--- config.mk ---
export PLATFORM = sky130hd
export DESIGN_NAME = hcmm_ram
export DESIGN_NICKNAME = d
export VERILOG_FILES = /design/src/rtl/hcmm_ram.sv
export SDC_FILE = /design/constraint.sdc
export NUM_CORES = 2
export LEC_CHECK = 0
export ABC_CLOCK_PERIOD_IN_PS = 2400
export BUFFER_PORTS_ARGS = -buffer_cell sky130_fd_sc_hd__buf_2
export CORE_MARGIN = 1
export CORE_UTILIZATION = 63
export DETAILED_ROUTE_END_ITERATION = 8
export GPL_ROUTABILITY_DRIVEN = 0
export PLACE_DENSITY = 0.85
export SLEW_MARGIN = 20
export SYNTH_ARGS = -nofsm -noshare
export SYNTH_HDL_FRONTEND = slang
export SYNTH_SLANG_ARGS = --single-unit
--- constraint.sdc ---
create_clock -name i_clk -period 2.4 [get_ports i_clk]
set_input_delay 0.12 -clock i_clk [delete_from_list [all_inputs] [get_ports i_clk]]
set_output_delay 0.12 -clock i_clk [all_outputs]
set_load 0.02 [all_outputs]
--- src/rtl/hcmm_ram.sv ---
module hcmm_ram #(
    parameter int WIDTH = 8,
    parameter int DEPTH = 256
) (
    input  logic                     i_clk,
    input  logic                     i_we,
    input  logic [$clog2(DEPTH)-1:0] i_waddr,
    input  logic [WIDTH-1:0]         i_wdata,
    input  logic [$clog2(DEPTH)-1:0] i_raddr,
    output logic [WIDTH-1:0]         o_rdata
);
    logic [WIDTH-1:0] r_mem [DEPTH];
    logic [WIDTH-1:0] r_rdata;

    always_ff @(posedge i_clk) begin
        if (i_we) begin
            r_mem[i_waddr] <= i_wdata;
        end
        r_rdata <= r_mem[i_raddr];
    end

    assign o_rdata = r_rdata;
endmodule

==> impl_metrics.yaml <==
synth:
  syn-num-nets: 3759
  synth-main-ff-cell: "edfxtp_1"
  syn_area_per_cell_um2: 21.3
  synth-seq-cells: 2056
  ys_types: 55
  ys_seq_area_share_pct: 77.5
  synthArstFlopShare_pct: 0
  yosysWarnings: 0
  synth_top_cell_by_area: "edfxtp_1"
  synth_enable_flop_cells: 2048
  synth_area_leaders: "edfxtp_1 (77%), mux4_2 (13%), mux2i_1 (1.7%), nor2_1 (1.3%), a22oi_1 (1.3%)"
  synth_top_area_share_pct: 77.3
  syn_area_um2: 79600
  netlist_instances: 3733
routing:
  drtIter0Drc: 9158
  avgRoutedWirePerCell_um: 37.9
  drtPass1Iterations: 6
  via_per_inst: 7.51
  routed_wl_um: 234000
  vias: 46400
  ant_nets: 0
  drcViolationCount: 0
global_route:
  first_global_vias: 45700
  grt_antenna_before_repair: 11
  grt.overflow.total: 0
  grt_pass1_wl_um: 324000
  grt_max_degree: 108
  grt_usage_pct: 36.3
sta:
  setup_violations: 7
  period_minus_slack_ns: 2.66
  finClkSkew_ns: 0.0536
  tightest_slew_ns: 0.835
  relSlewSlack_pct: 44.2
  fin_crit_sh_pct: 111
  layout_setup_ws_ns: -0.256
  fmax_ghz: 0.376
  hold_violations: 0
  maxSlewViolCount: 0
  holdWs_ns: 0.0337
floorplan:
  pin_count: 34
  die_area_um2: 128000
  core_area_um2: 125000
  start_util_pct: 63.4
  die_x_um: 357
  die-height_um: 357
  core.rowCount: 130
clock_network:
  clockBufferDepth: 3
  cts.sinks: 2056
  htree_levels: 4
  clock_latency_ns: 0.85
  path_clk_slew_ns: 0.07
  cts_made_buffers: 189
  cts_tree: "done"
  clk_root_buffer_cell: "clkbuf_16"
  post_cts_buffers: 0
critical_path:
  worst_setup_path_start_kind: "flop"
  cp.arrival_ns: 3.35
  worstPathRequired_ns: 3.09
  crit_type: "flop to flop"
  endpoint_kind: "flop"
  path_max_fanout: 1
final_layout:
  final_common_cell: "edfxtp_1"
  nets: 4381
  drive_gt1_share_pct: 31.6
  layout_common_cells: "edfxtp_1 (2048), buf_4 (551), mux4_2 (455)"
  fin_cells: 6176
  area_growth_syn_to_layout_pct: 16.2
status:
  violations: "setup timing"
  status: "finished, violations left"
place:
  port_buffers: 33
  dp_hpwl_um: 128000
  dp.cells: 5809
  pre_cts_ws_ns: -0.741
pwr:
  power_leakage_nw: 29.9
  peakVddDrop_uv: 902
  power_density_nw_per_um2: 797
  finalPower_mw: 73.7
worst_hold_path:
  min_path_type: "primary input to flop"
job:
  maxCapViolCount: 0
synth_stat cells, drive strengths merged, types with 28 or more instances:
cell       n
nor2     282
nor2b     31
nand2     33
buf      122
a21oi     96
o22ai     28
edfxtp  2048
a22oi    133
mux2i    134
nand3     34
mux4     456
clkbuf   111
o221ai    47
cell type report:
type | instances | area (µm²)
inverters | 2 | 7.51
clock inverters | 110 | 906
fillers | 6082 | 33000
repair buffers | 664 | 5920
flip-flops and latches | 2056 | 61700
clock buffers | 239 | 5010
multi-input cells | 1442 | 16800
diodes | 13 | 32.5
well taps | 1650 | 2060
power by group:
part	switching (mW)	internal (mW)
sequential	0.0902	39.6
clock	13.3	16.3
combinational	2.76	1.64
path summary, 6_finish.rpt:
kind,cells past startpoint,start,slack (ns),end
worst max-delay path,8,r_mem[82][3],-0.26,o_rdata[3]
worst min-delay path,1,i_wdata[6],0.03,r_mem[174][6]
worst max register to register,8,r_mem[82][3],-0.26,o_rdata[3]
worst min register to register,7,r_mem[32][5],1.22,o_rdata[5]
metal layers:
| layer | part of all wire (%) | global-route usage (%) |
|---|---|---|
| met3 | 14 | 10.1 |
| met4 | 7.6 | 20.9 |
| met1 | 31 | 45.8 |
| met5 | 0.021 | 0.148 |
| met2 | 47 | 57.5 |
worst max-delay path, cell delays in order, from the launching register on:
cell	delay [ns]
edfxtp_1	0.52
mux4_2	0.57
a22o_1	0.27
a221oi_2	0.26
buf_4	0.20
o32ai_2	0.09
nor3_2	0.37
buf_4	0.18
nor4_1	0.04
registers in the layout, indices dropped and copies added, names as in the netlist:
| name | cells |
|---|---|
| r_mem | 2048 |
| o_rdata | 8 |
logic make-up (layout without fill, tap and decap cells):
kind of cell / Yosys count / in the layout / synth area share, %
buffers and inverters: 235 / 1015 / 1.83
AO/OA/AOI/OAI: 385 / 385 / 3.42
multiplexers: 591 / 591 / 14.6
flip-flops: 2056 / 2056 / 77.5
other: 0 / 13 / 0
AND/OR/NAND/NOR: 466 / 466 / 2.63
metrics by stage:
stage	utilization (%)	setup TNS, ns	area [µm²]
after floorplan	-	0	79600
final	73.7	-0.629	92400
after CTS	73.5	0	92200
after global placement	68.6	-4.59	86100
after global routing	73.7	-0.474	92400
after detailed placement	68.6	-4.79	86100
repair_timing:
action | in CTS | in global routing
setup endpoints to repair | 7 | 7
hold buffers | 8 | 0
endpoints found under the hold margin | 391 | 0
pin swaps | 3 | 14
resized for setup | 26 | 31
Note: power is estimated with default switching activity, not from simulation.
